**src/design/vrs_pkg.sv**
```systemverilog
// ----------------------------------------------------------------------------
// vrs_pkg
// shared types, codes and defaults of the vibration rhythm sequencer
// ----------------------------------------------------------------------------
package vrs_pkg;

    localparam int NUM_RHYTHMS_DEF    = 8;
    localparam int NUM_MAGNITUDES_DEF = 8;
    localparam int PATTERN_BITS_DEF   = 64;
    localparam int DURATION_MAX_DEF   = 255;

    localparam int OP_W        = 3;
    localparam int S_TDATA_W   = 64;
    localparam int M_TDATA_W   = 40;
    localparam int MAG_W       = 32;

    typedef enum logic [OP_W-1:0] {
        OP_TICK      = 3'd0,
        OP_PLAY      = 3'd1,
        OP_LOAD_BYTE = 3'd2,
        OP_LOAD_LEN  = 3'd3,
        OP_LOAD_MAG  = 3'd4
    } op_t;

    typedef enum logic [1:0] {
        STAT_OK           = 2'd0,
        STAT_RHYTHM_UNDEF = 2'd1,
        STAT_MAG_UNDEF    = 2'd2
    } status_t;

    typedef enum logic [1:0] {
        SEQ_CLEAR,
        SEQ_IDLE,
        SEQ_EXEC
    } seq_state_t;

    // lowest field last
    typedef struct packed {
        logic [15:0] pwm_duty;
        logic [15:0] pwm_period;
        logic [6:0]  rhythm_length;
        logic [7:0]  pattern_byte;
        logic [2:0]  byte_index;
        logic [7:0]  duration;
        logic [2:0]  magnitude_index;
        logic [2:0]  rhythm_index;
    } item_t;

    typedef struct packed {
        status_t     status;
        logic [15:0] pwm_duty_out;
        logic [15:0] pwm_period_out;
        logic        pwm_reload;
        logic        motor_on;
    } result_t;

    typedef struct packed {
        logic [15:0] duty;
        logic [15:0] period;
    } mag_t;

    function automatic int idx_w(input int n);
        return (n > 1) ? $clog2(n) : 1;
    endfunction

endpackage

```
**src/design/vrs_ram.sv**
```systemverilog
// ----------------------------------------------------------------------------
// vrs_ram
// simple dual-port synchronous ram, one write and one registered read port
// ----------------------------------------------------------------------------
module vrs_ram #(
    parameter int WIDTH = vrs_pkg::MAG_W,
    parameter int DEPTH = vrs_pkg::NUM_MAGNITUDES_DEF,
    parameter int AW    = vrs_pkg::idx_w(DEPTH)
) (
    input  logic             clk,
    input  logic             we,
    input  logic [AW-1:0]    waddr,
    input  logic [WIDTH-1:0] wdata,
    input  logic             re,
    input  logic [AW-1:0]    raddr,
    output logic [WIDTH-1:0] rdata
);

    logic [WIDTH-1:0] mem [DEPTH];

    always_ff @(posedge clk)
    begin
        if (we)
        begin
            mem[waddr] <= wdata;
        end
        if (re)
        begin
            rdata <= mem[raddr];
        end
    end

endmodule

```
**src/design/vrs_player.sv**
```systemverilog
// ----------------------------------------------------------------------------
// vrs_player
// playback state, rhythm length table and execution of one item
// ----------------------------------------------------------------------------
module vrs_player #(
    parameter int NUM_RHYTHMS    = vrs_pkg::NUM_RHYTHMS_DEF,
    parameter int NUM_MAGNITUDES = vrs_pkg::NUM_MAGNITUDES_DEF,
    parameter int PATTERN_BITS   = vrs_pkg::PATTERN_BITS_DEF,
    parameter int DURATION_MAX   = vrs_pkg::DURATION_MAX_DEF,
    parameter int PA_W           = vrs_pkg::idx_w(NUM_RHYTHMS * ((PATTERN_BITS + 7) / 8)),
    parameter int MI_W           = vrs_pkg::idx_w(NUM_MAGNITUDES)
) (
    input  logic                 clk,
    input  logic                 rst_n,
    input  logic                 exec,
    input  vrs_pkg::op_t         op,
    input  vrs_pkg::item_t       item,
    input  logic [7:0]           pat_rdata,
    input  vrs_pkg::mag_t        mag_rdata,
    output vrs_pkg::result_t     result,
    output logic [PA_W-1:0]      pat_raddr,
    output logic                 pat_we,
    output logic [PA_W-1:0]      pat_waddr,
    output logic [7:0]           pat_wdata,
    output logic                 mag_we,
    output logic [MI_W-1:0]      mag_waddr,
    output vrs_pkg::mag_t        mag_wdata
);

    localparam int BPR   = (PATTERN_BITS + 7) / 8;
    localparam int RI_W  = vrs_pkg::idx_w(NUM_RHYTHMS);
    localparam int LEN_W = $clog2(PATTERN_BITS + 1);

    logic [LEN_W-1:0] len_reg [NUM_RHYTHMS];
    logic [2:0]       active_reg, active_next;
    logic [LEN_W-1:0] pos_reg, pos_next;
    logic [7:0]       cycles_reg, cycles_next;
    logic             motor_reg, motor_next;

    logic             ri_ok, mi_ok, bi_ok, act_ok;
    logic [LEN_W-1:0] play_len, act_len, pos_inc, len_sat;
    logic             pat_bit;
    logic             len_we;
    vrs_pkg::mag_t    mag_sel;

    always_comb
    begin
        ri_ok    = 32'(item.rhythm_index) < NUM_RHYTHMS;
        mi_ok    = 32'(item.magnitude_index) < NUM_MAGNITUDES;
        bi_ok    = 32'(item.byte_index) < BPR;
        act_ok   = 32'(active_reg) < NUM_RHYTHMS;
        play_len = ri_ok ? len_reg[RI_W'(item.rhythm_index)] : '0;
        act_len  = act_ok ? len_reg[RI_W'(active_reg)] : '0;
        pos_inc  = pos_reg + 1'b1;
        pat_bit  = pat_rdata[pos_reg[2:0] ^ 3'b111];
        len_sat  = (32'(item.rhythm_length) > PATTERN_BITS) ?
                   LEN_W'(PATTERN_BITS) : LEN_W'(item.rhythm_length);
        mag_sel  = mi_ok ? mag_rdata : '0;
    end

    always_comb
    begin
        active_next = active_reg;
        pos_next    = pos_reg;
        cycles_next = cycles_reg;
        motor_next  = motor_reg;
        len_we      = 1'b0;
        pat_we      = 1'b0;
        mag_we      = 1'b0;
        result      = '0;
        unique case (op)
            vrs_pkg::OP_TICK:
            begin
                if (cycles_reg == 8'd0)
                begin
                    motor_next = 1'b0;
                end
                else
                begin
                    motor_next = pat_bit;
                    if (pos_inc >= act_len)
                    begin
                        pos_next = '0;
                        if (32'(cycles_reg) < DURATION_MAX)
                        begin
                            cycles_next = cycles_reg - 8'd1;
                        end
                    end
                    else
                    begin
                        pos_next = pos_inc;
                    end
                end
            end
            vrs_pkg::OP_PLAY:
            begin
                if (item.duration != 8'd0 && play_len == '0)
                begin
                    result.status = vrs_pkg::STAT_RHYTHM_UNDEF;
                end
                else if (item.duration != 8'd0 && (!mi_ok || mag_rdata.period == 16'd0))
                begin
                    result.status = vrs_pkg::STAT_MAG_UNDEF;
                end
                else
                begin
                    motor_next            = 1'b0;
                    result.pwm_reload     = 1'b1;
                    result.pwm_period_out = mag_sel.period;
                    result.pwm_duty_out   = mag_sel.duty;
                    active_next           = item.rhythm_index;
                    pos_next              = '0;
                    cycles_next           = item.duration;
                end
            end
            vrs_pkg::OP_LOAD_BYTE:
            begin
                pat_we = exec && ri_ok && bi_ok;
            end
            vrs_pkg::OP_LOAD_LEN:
            begin
                len_we = exec && ri_ok;
            end
            vrs_pkg::OP_LOAD_MAG:
            begin
                mag_we = exec && mi_ok;
            end
            default:
            begin
            end
        endcase
        result.motor_on = motor_next;
    end

    assign pat_raddr = PA_W'(32'(active_reg) * BPR + 32'(pos_reg >> 3));
    assign pat_waddr = PA_W'(32'(item.rhythm_index) * BPR + 32'(item.byte_index));
    assign pat_wdata = item.pattern_byte;
    assign mag_waddr = MI_W'(item.magnitude_index);
    assign mag_wdata = '{duty: item.pwm_duty, period: item.pwm_period};

    always_ff @(posedge clk or negedge rst_n)
    begin
        if (!rst_n)
        begin
            active_reg <= '0;
            pos_reg    <= '0;
            cycles_reg <= '0;
            motor_reg  <= 1'b0;
            for (int i = 0; i < NUM_RHYTHMS; i++)
            begin
                len_reg[i] <= '0;
            end
        end
        else if (exec)
        begin
            active_reg <= active_next;
            pos_reg    <= pos_next;
            cycles_reg <= cycles_next;
            motor_reg  <= motor_next;
            if (len_we)
            begin
                len_reg[RI_W'(item.rhythm_index)] <= len_sat;
            end
        end
    end

endmodule

```
**src/design/vibration_rhythm_sequencer.sv**
```systemverilog
// ----------------------------------------------------------------------------
// vibration_rhythm_sequencer
// plays stored on/off rhythm patterns with selectable pwm magnitude
// ----------------------------------------------------------------------------
// usage
//   s_* carries one item per transfer: s_tuser is the operation (tick, play,
//   load pattern byte, load rhythm length, load magnitude), s_tdata its
//   operands. every item gives exactly one result on m_*: motor enable,
//   pwm reload flag with period and duty, and the play status.
//   the accept edge reads the pattern and magnitude rams into their
//   registered read ports; the item then executes in the exec state once
//   the output register is free, writing back and loading that register.
//   a new item is accepted only after the last one has executed, a limit
//   set by the read-then-execute sequence around the two rams. m_tvalid
//   rises with the output register load, at the executing edge.
//   after reset a clearing pass zeroes both rams, one entry per cycle, over
//   max(NUM_RHYTHMS * ceil(PATTERN_BITS / 8), NUM_MAGNITUDES) entries
//   (64 by default); s_tready stays low meanwhile. the length table and
//   playback state clear at once.
//   when the receiver stalls, the result holds in the output register and
//   one further item may be accepted; its execution waits until the
//   register is free.
// ----------------------------------------------------------------------------
module vibration_rhythm_sequencer #(
    parameter int NUM_RHYTHMS    = vrs_pkg::NUM_RHYTHMS_DEF,
    parameter int NUM_MAGNITUDES = vrs_pkg::NUM_MAGNITUDES_DEF,
    parameter int PATTERN_BITS   = vrs_pkg::PATTERN_BITS_DEF,
    parameter int DURATION_MAX   = vrs_pkg::DURATION_MAX_DEF
) (
    input  logic                            clk,
    input  logic                            rst_n,
    input  logic                            s_tvalid,
    output logic                            s_tready,
    // rhythm_index, magnitude_index, duration, byte_index, pattern_byte,
    // rhythm_length, pwm_period, pwm_duty
    input  logic [vrs_pkg::S_TDATA_W-1:0]   s_tdata,
    // operation
    input  logic [vrs_pkg::OP_W-1:0]        s_tuser,
    output logic                            m_tvalid,
    input  logic                            m_tready,
    // motor_on, pwm_reload, pwm_period_out, pwm_duty_out, status, zero fill
    output logic [vrs_pkg::M_TDATA_W-1:0]   m_tdata
);

    localparam int BPR       = (PATTERN_BITS + 7) / 8;
    localparam int PAT_DEPTH = NUM_RHYTHMS * BPR;
    localparam int PA_W      = vrs_pkg::idx_w(PAT_DEPTH);
    localparam int MI_W      = vrs_pkg::idx_w(NUM_MAGNITUDES);
    localparam int CLR_DEPTH = (PAT_DEPTH > NUM_MAGNITUDES) ? PAT_DEPTH : NUM_MAGNITUDES;
    localparam int CLR_W     = vrs_pkg::idx_w(CLR_DEPTH);
    localparam int RES_W     = $bits(vrs_pkg::result_t);

    vrs_pkg::seq_state_t state_reg, state_next;
    logic [CLR_W-1:0]    clr_cnt_reg, clr_cnt_next;
    vrs_pkg::item_t      item_reg, s_item;
    vrs_pkg::op_t        op_reg;
    logic                m_valid_reg, m_valid_next;
    vrs_pkg::result_t    m_data_reg;

    logic                s_fire, out_free, exec, clearing, clr_last;
    vrs_pkg::result_t    result;

    logic [PA_W-1:0]     pat_raddr, pl_pat_waddr, pat_waddr;
    logic                pl_pat_we, pat_we;
    logic [7:0]          pl_pat_wdata, pat_wdata, pat_rdata;
    logic [MI_W-1:0]     mag_raddr, pl_mag_waddr, mag_waddr;
    logic                pl_mag_we, mag_we;
    vrs_pkg::mag_t       pl_mag_wdata, mag_wdata, mag_rdata;

    assign s_item   = vrs_pkg::item_t'(s_tdata);
    assign s_fire   = s_tvalid && s_tready;
    assign out_free = !m_valid_reg || m_tready;
    assign clr_last = 32'(clr_cnt_reg) == CLR_DEPTH - 1;

    always_comb
    begin
        state_next = state_reg;
        unique case (state_reg)
            vrs_pkg::SEQ_CLEAR:
            begin
                if (clr_last)
                begin
                    state_next = vrs_pkg::SEQ_IDLE;
                end
            end
            vrs_pkg::SEQ_IDLE:
            begin
                if (s_fire)
                begin
                    state_next = vrs_pkg::SEQ_EXEC;
                end
            end
            vrs_pkg::SEQ_EXEC:
            begin
                if (out_free)
                begin
                    state_next = vrs_pkg::SEQ_IDLE;
                end
            end
            default:
            begin
                state_next = vrs_pkg::SEQ_IDLE;
            end
        endcase
    end

    always_comb
    begin
        s_tready = 1'b0;
        exec     = 1'b0;
        clearing = 1'b0;
        unique case (state_reg)
            vrs_pkg::SEQ_CLEAR:
            begin
                clearing = 1'b1;
            end
            vrs_pkg::SEQ_IDLE:
            begin
                s_tready = 1'b1;
            end
            vrs_pkg::SEQ_EXEC:
            begin
                exec = out_free;
            end
            default:
            begin
            end
        endcase
    end

    always_comb
    begin
        clr_cnt_next = clearing ? clr_cnt_reg + 1'b1 : clr_cnt_reg;
        m_valid_next = exec ? 1'b1 : (m_tready ? 1'b0 : m_valid_reg);
    end

    always_ff @(posedge clk or negedge rst_n)
    begin
        if (!rst_n)
        begin
            state_reg   <= vrs_pkg::SEQ_CLEAR;
            clr_cnt_reg <= '0;
            m_valid_reg <= 1'b0;
        end
        else
        begin
            state_reg   <= state_next;
            clr_cnt_reg <= clr_cnt_next;
            m_valid_reg <= m_valid_next;
        end
    end

    always_ff @(posedge clk)
    begin
        if (s_fire)
        begin
            item_reg <= s_item;
            op_reg   <= vrs_pkg::op_t'(s_tuser);
        end
        if (exec)
        begin
            m_data_reg <= result;
        end
    end

    // clearing pass takes the write ports
    always_comb
    begin
        if (clearing)
        begin
            pat_we    = 32'(clr_cnt_reg) < PAT_DEPTH;
            pat_waddr = PA_W'(clr_cnt_reg);
            pat_wdata = '0;
            mag_we    = 32'(clr_cnt_reg) < NUM_MAGNITUDES;
            mag_waddr = MI_W'(clr_cnt_reg);
            mag_wdata = '0;
        end
        else
        begin
            pat_we    = pl_pat_we;
            pat_waddr = pl_pat_waddr;
            pat_wdata = pl_pat_wdata;
            mag_we    = pl_mag_we;
            mag_waddr = pl_mag_waddr;
            mag_wdata = pl_mag_wdata;
        end
        mag_raddr = (32'(s_item.magnitude_index) < NUM_MAGNITUDES) ?
                    MI_W'(s_item.magnitude_index) : '0;
    end

    vrs_ram #(
        .WIDTH (8),
        .DEPTH (PAT_DEPTH),
        .AW    (PA_W)
    ) u_pattern_ram (
        .clk   (clk),
        .we    (pat_we),
        .waddr (pat_waddr),
        .wdata (pat_wdata),
        .re    (s_fire),
        .raddr (pat_raddr),
        .rdata (pat_rdata)
    );

    vrs_ram #(
        .WIDTH (vrs_pkg::MAG_W),
        .DEPTH (NUM_MAGNITUDES),
        .AW    (MI_W)
    ) u_magnitude_ram (
        .clk   (clk),
        .we    (mag_we),
        .waddr (mag_waddr),
        .wdata (mag_wdata),
        .re    (s_fire),
        .raddr (mag_raddr),
        .rdata (mag_rdata)
    );

    vrs_player #(
        .NUM_RHYTHMS    (NUM_RHYTHMS),
        .NUM_MAGNITUDES (NUM_MAGNITUDES),
        .PATTERN_BITS   (PATTERN_BITS),
        .DURATION_MAX   (DURATION_MAX),
        .PA_W           (PA_W),
        .MI_W           (MI_W)
    ) u_player (
        .clk       (clk),
        .rst_n     (rst_n),
        .exec      (exec),
        .op        (op_reg),
        .item      (item_reg),
        .pat_rdata (pat_rdata),
        .mag_rdata (mag_rdata),
        .result    (result),
        .pat_raddr (pat_raddr),
        .pat_we    (pl_pat_we),
        .pat_waddr (pl_pat_waddr),
        .pat_wdata (pl_pat_wdata),
        .mag_we    (pl_mag_we),
        .mag_waddr (pl_mag_waddr),
        .mag_wdata (pl_mag_wdata)
    );

    assign m_tvalid = m_valid_reg;
    assign m_tdata  = {(vrs_pkg::M_TDATA_W - RES_W)'(0), m_data_reg};

`ifndef SYNTH
    a_accept_to_exec: assert property (@(posedge clk) disable iff (!rst_n)
        s_fire |=> state_reg == vrs_pkg::SEQ_EXEC)
        else $error("accepted item did not enter execution");

    a_exec_waits: assert property (@(posedge clk) disable iff (!rst_n)
        (state_reg == vrs_pkg::SEQ_EXEC) && !out_free |=> state_reg == vrs_pkg::SEQ_EXEC)
        else $error("execution left while output register full");

    a_reload_ok: assert property (@(posedge clk) disable iff (!rst_n)
        m_valid_reg && m_data_reg.pwm_reload |-> m_data_reg.status == vrs_pkg::STAT_OK)
        else $error("pwm reload with failing status");

    a_no_accept_clear: assert property (@(posedge clk) disable iff (!rst_n)
        clearing |-> !s_tready && !m_valid_reg)
        else $error("transfer during clearing pass");
`endif

endmodule
```
**config.mk**
```make
export PLATFORM = sky130hd
export DESIGN_NAME = vibration_rhythm_sequencer
export DESIGN_NICKNAME = d
export VERILOG_FILES = /design/src/design/vrs_pkg.sv /design/src/design/vrs_ram.sv /design/src/design/vrs_player.sv /design/src/design/vibration_rhythm_sequencer.sv
export SDC_FILE = /design/constraint.sdc
export NUM_CORES = 1
export LEC_CHECK = 0
export BUFFER_PORTS_ARGS = -buffer_cell sky130_fd_sc_hd__buf_2
export CAP_MARGIN = 20
export CELL_PAD_IN_SITES_DETAIL_PLACEMENT = 2
export CELL_PAD_IN_SITES_GLOBAL_PLACEMENT = 2
export CORE_UTILIZATION = 41
export DETAILED_ROUTE_END_ITERATION = 12
export PLACE_DENSITY_LB_ADDON = 0.1
export SLEW_MARGIN = 20
export SYNTH_ARGS = -nofsm -noshare
export SYNTH_HDL_FRONTEND = slang
export SYNTH_HIERARCHICAL = 1
export SYNTH_SLANG_ARGS = --single-unit
```
**constraint.sdc**
```tcl
create_clock -name clk -period 5.5 [get_ports clk]
set_input_delay 1.1 -clock clk [delete_from_list [all_inputs] [get_ports clk]]
set_output_delay 1.1 -clock clk [all_outputs]
set_load 0.05 [all_outputs]
```
After elaboration in Yosys (flattened, before gate mapping):

Memory sizes are Yosys's and may differ from the RTL's. A register that Yosys moved wholly into a read port is not among the register bits.
Index checks and enable logic that the tools add are counted.

* register bits after elaboration: 187
* memory bits (writable): 768
* input port bits: 71
* word-level logic and storage cells: 139
* memories kept: 2

* add/sub/neg operators: 5
* magnitude comparators: 8
* equality and inequality tests: 15
* muxes and demuxes: 52
* bitwise logic cells: 6
* reduce and logical (&&, ||, !) cells: 21

Memories
* u_pattern_ram.mem: words 64, width 8, rd ports 1, clocked after memory_dff 1, write ports 1, RTL line vrs_ram.sv:19 `logic [WIDTH-1:0] mem [DEPTH];`
* u_magnitude_ram.mem: words 8, width 32, rd ports 1, clocked after memory_dff 1, write ports 1, RTL line vrs_ram.sv:19

Operators by type and width (number)
* 7-bit 2-to-1 mux: 10
* 56-bit bitwise mux: 1
* 8-bit 2-to-1 mux: 6
* 7-bit binary-select mux with 3-bit select: 2
* 32-bit 2-to-1 mux: 1
* 7-bit demux with 3-bit select: 1
* 1-bit 2-to-1 mux: 20
* 16-bit zero test: 1
* 8-bit case mux with 2 select lines: 1
* 7-bit case mux with 2 select lines: 1
* 2-bit != test, second input constant: 6
* 4-bit greater-or-equal comparator, second input constant: 2
* 8-bit zero test: 1
* 8-bit less-than comparator, second input constant: 1
* 2-bit 2-to-1 mux: 4
* 3-bit NOT with 4-bit output: 2
* 8-bit nonzero test: 1
* 8-bit by 1-bit subtractor with 8-bit output, second input constant: 1
* 7-bit by 1-bit adder with 7-bit output, second input constant: 1
* 7-bit greater-or-equal comparator: 1
* 7-bit > comparator, second input constant: 1
* 7-bit zero test: 1
* 7-bit AND reduction: 1
* 6-bit by 1-bit adder with 6-bit output, second input constant: 1
* 31 further kinds: 39

Logic depth before layout (Yosys ltp):

* depth after elaboration: 8
* mapped depth: 13
* depth with buffers taken out: 11

Cells and area by module:

Netlist, hierarchy kept.

By module, submodules not included
* vrs_ram at u_pattern_ram: times used 1, cells each 940, area each 20246.9 um^2, seq. area each 15615.0 um^2
* vrs_ram at u_magnitude_ram: times used 1, cells each 415, area each 10786.6 um^2, seq. area each 8648.3 um^2
* vrs_player: times used 1, cells each 502, area each 4998.5 um^2, seq. area each 1876.8 um^2
* vibration_rhythm_sequencer: times used 1, cells each 216, area each 4040.1 um^2, seq. area each 3318.2 um^2

Worst setup path after synthesis:

Ideal clock, no wire load.

* kind: input-to-reg
* start: in m_tready
* end: mem u_magnitude_ram/mem[0][0] (netlist name) (enable)
* setup time: 0.461 ns
* arrival: 6.117 ns
* required time: 5.039 ns
* path slack: -1.078 ns
* cell stages on the path: 8
* buffers on the path: 1
* cells stage by stage: nand2b_1 > nor2b_1 > buf_2 > nor4bb_1 > nand2_1 > o41ai_2 > nand2b_1 > nor3_1

* word-level cells in the longest chain between the ends: 6

RTL lines
* start, declared: RTL line vibration_rhythm_sequencer.sv:40 `input logic m_tready,`
* 1-bit logical OR: RTL line vibration_rhythm_sequencer.sv:72 `assign out_free = !m_valid_reg || m_tready;`
* 1-bit 2-to-1 mux: RTL line vibration_rhythm_sequencer.sv:112 `unique case (state_reg)`
* via exec: RTL line vibration_rhythm_sequencer.sv:60 `logic s_fire, out_free, exec, clearing, clr_last;`
* 1-bit 2-to-1 mux: RTL line vrs_player.sv:71 `unique case (op)`
* via pl_mag_we: RTL line vibration_rhythm_sequencer.sv:67 `logic pl_mag_we, mag_we;`
* 1-bit 2-to-1 mux: RTL line vibration_rhythm_sequencer.sv:169 `if (clearing)`
* via mag_we: RTL line vibration_rhythm_sequencer.sv:67
* 1-bit 2-to-1 mux: RTL line vrs_ram.sv:23 `if (we)`
* 1-bit 2-to-1 mux (not written as such): RTL line vrs_ram.sv:25 `mem[waddr] <= wdata;`
* end, declared: RTL line vrs_ram.sv:19

The timed path passes the listed nets, and every way through them passes these cells.

Final worst setup path:

* start: reg state_reg[1]
* end: mem u_pattern_ram.mem[12][0], in the netlist u_pattern_ram/mem[3][0] (enable)

* elaborated cells between the ends (all ways): 9

RTL lines
* start, declared: RTL line vibration_rhythm_sequencer.sv:53 `vrs_pkg::seq_state_t state_reg, state_next;`
* start signal, assigned: RTL line vibration_rhythm_sequencer.sv:141 `state_reg <= vrs_pkg::SEQ_CLEAR;`
* start signal, assigned: RTL line vibration_rhythm_sequencer.sv:147 `state_reg <= state_next;`
* 2-bit zero test: RTL line vibration_rhythm_sequencer.sv:112
* 1-bit 2-to-1 mux: RTL line vibration_rhythm_sequencer.sv:112
* 6-bit 2-to-1 mux: RTL line vibration_rhythm_sequencer.sv:169
* via pat_waddr[1]: RTL line vibration_rhythm_sequencer.sv:63 `logic [PA_W-1:0] pat_raddr, pl_pat_waddr, pat_waddr;`
* end, declared: RTL line vrs_ram.sv:19

The timed path passes the listed nets, and every way through them passes these cells.

==> results.md <==
- Outcome: completed
- Initial antenna violation count: 1
- Kind of critical path: flip-flop to flip-flop
- Residual DRC: 0
- Pleak: 0.0147 uW
- Comb power frac: 0.164
- Required @ worst endpoint: between 5 and 6 ns
- Core area: around 0.097 mm2
- CTS resizes: 0
- 1st-pass router iterations: 5
- Routed len/inst: 29.3 um
- Antenna viol nets, final: 0
- Period Utilization, post-route: 0.690
- Netlist cell types: 76
- DR vias/cell: 5.56
- CTS Buf Count: 107
- Nets@finish: 2251
- Final instance area: 0.0450 mm2
- IO Count: 113
- Setup Total Neg Slack: 0 ns
- Total GRT Usage: 0.213
- CTS tree: yes
- RSZ-0062 raised after global routing: false
- Hpwl dp: 63800 um
- Vias in the first global route: 21700
- Max reg flops: 512
- Vias: 19600
- Synth Area per Inst: 19.3 um2
- WL met3: 3730 um
- 1st-iter DRT viols: around 1300
- Mux cell area share after synthesis: 0.151
- Worst path arrival time: 4.10 ns
- Initial core utilization: 0.414
- Die area: 0.0990 mm2
- Hold Buf Count CTS: 0
- Top cells by count, synth: edfxtp_1 (911), mux4_2 (166), nor2_1 (115)
- Simple-gate share of the synthesized area: 0.0564
- Yosys reg bits: 995
- CP max FO: 12
- FMAX: 0.263 GHz
- Combinational family with the most area after synthesis: multiplexers
- Max-cap violations: 0
- Layout cell share with drive strength beyond 1: 0.261
- Post-synth top flop: edfxtp_1
- Clock latency on the worst-skew pair: 0.68 ns
- Worst-path cell chain: nor2_1 -> nand2_1 -> nand2_1 -> nor2b_1 -> nand3_1 -> nor2_1
- Fin. max-slew vios: 0
- GP Congestion: 0.809
- Synth Instances: around 2100
- Area Overhead vs Synth: 12.2%
- Most frequent cell after synthesis: edfxtp_1
- Final Critical Period: roughly 3.8 ns
- Yosys warnings: 6
- Total net switching power: 5850 uW
- Max Buffers Root-to-Sink: 3
- Max stage delay cell, worst path: nor2_1
- Clk root buf: clkbuf_16
- Overall die height: between 300 and 400 um
- Slew @ Worst Pin: 1.08 ns
- Placed Area: 0.0415 mm2
- Highest routed metal layer: met4
- Sequential-to-total area share from yosys stat: 0.735
- Clock Pin Slew Worst Setup and Hold Paths: around 0.06 ns
- Overflow after GRT: 0
- Largest net degree at the start of global routing: 65
- Clock Sinks: between 900 and 1000
- Wire length on met1: approximately 46000 um
- Rows: 114
- Clk_skew: 0.0264 ns
- Final setup fails: 0
- P_int: between 10000 and 15000 uW
- Biggest area consumer among synthesized cells: edfxtp_1
- Routed wl met2: 51800 um
- Htree depth: 3
- Max incr delay on CP: just over 0.9 ns
- Switching part of the total: 0.283
- Startpoint Class: flip-flop
- Pwr Density: 460 mW/mm2
- Top-area cell type share of the netlist area: 0.683
- Die X: between 300 and 400 um
- Clock network power share: 0.346
- Adder-cell area share of the yosys netlist: 0.00437
- Mapped cell area: 0.0401 mm2
- Hold crit path type: input pin to asynchronous set/reset pin
- Final Core Density: 0.465
- Post-Synth XOR/XNOR Area: 0.00237
- Asr flop ratio synth: 0.0844
- Largest cells by area after synthesis: edfxtp_1 (68%), mux4_2 (9.3%), dfrtp_1 (5.2%)
- Crit. End Element: flip-flop
- Synth Area in Compound Gates: 0.0239
- Count of input and output buffers: roughly 110
- # Post-CTS Setup Buffers: 0
- Maximum VDD drop: 0.000251 V
- N_diodes: 0
- Final-report hold violation count: 0
- First-pass GRT wire length: 153000 um
- Max_slew headroom: 0.281
- Seq pwr share: 0.491
- Post-synth EDFFs: slightly above 900
- Routed WL: 103000 um
[worst max-delay path, delay by kind of cell, from the launching register on]
kind / cells / cell delay, ns
DFF: 1 / 0.41
and+or+nand+nor: 6 / 3.01
[layer usage]
metal  global-route usage  up-vias
met1                0.293    10600
met2                0.358      379
li1                     -     8455
met4               0.0510        0
met5                    0        -
met3               0.0329      126
[cells in the final DEF, fill, tap and decap left out, types with 40 or more instances in the layout]
cell       Yosys  routed
and2_1        47      46
buf_2         24     106
clkbuf_16      0     108
dfrtp_1       84      80
edfxtp_1     911     911
mux2_2        77      77
mux4_1        40      40
mux4_2       166     166
nand2_1       91      91
nor2_1       115     109
[path summary, 6_finish.rpt]
path	from	endpoint	slack [ns]	cells after the start
min in group clk	u_player/len_reg[14]	u_player/len_reg[14]	0.53	2
hold / removal	rst_n	u_player/cycles_reg[3]	0.45	1
hold reg to reg	u_player/len_reg[14]	u_player/len_reg[14]	0.53	2
max in group asynchronous	rst_n	u_player/len_reg[36]	4.02	2
setup / recovery	state_reg[1]	u_pattern_ram/mem[3][0]	1.70	6
setup reg to reg	state_reg[1]	u_pattern_ram/mem[3][0]	1.70	6
[area by class of cell]
| class | instances | area, um2 |
|---|---|---|
| Tap cell | 1276 | 1600 |
| Sequential cell | 995 | 29500 |
| Multi-Input combinational cell | 916 | 9620 |
| Clock buffer | 141 | 2880 |
| Clock inverter | 49 | 576 |
| Inverter | 9 | 33.8 |
| Fill cell | 8787 | 51700 |
| Timing Repair Buffer | 137 | 788 |
[cells by family after synthesis]
kind of cell / after synthesis
DFF: 995
and+or+nand+nor: 432
muxes: 319
buffers and inverters: 165
AOI/OAI and AO/OA: 137
adders and majority gates: 14
xor gates and xnor gates: 10
other: 1
[stage by stage]
stage | setup slack (ns) | hold slack, ns | power [uW] | cells
after global placement | 1.33 | 0.485 | 13600 | 3332
after global routing | 1.48 | 0.457 | 21500 | 3523
after detailed placement | 1.22 | 0.513 | 13800 | 3333
after CTS | 1.70 | 0.437 | 21000 | 3523
final | 1.70 | 0.449 | 20700 | 3523
after floorplan | 0.506 | 0.466 | 12300 | 2076
[power by group through the flow]
stage	combinational, uW	clock, uW	sequential [uW]
after floorplan	2030	0	10200
after global routing	3670	7590	10200
final	3380	7140	10100
after detailed placement	3490	0	10300
after global placement	3340	0	10300
after CTS	3510	7340	10200
(Power assumes the default switching activity.)
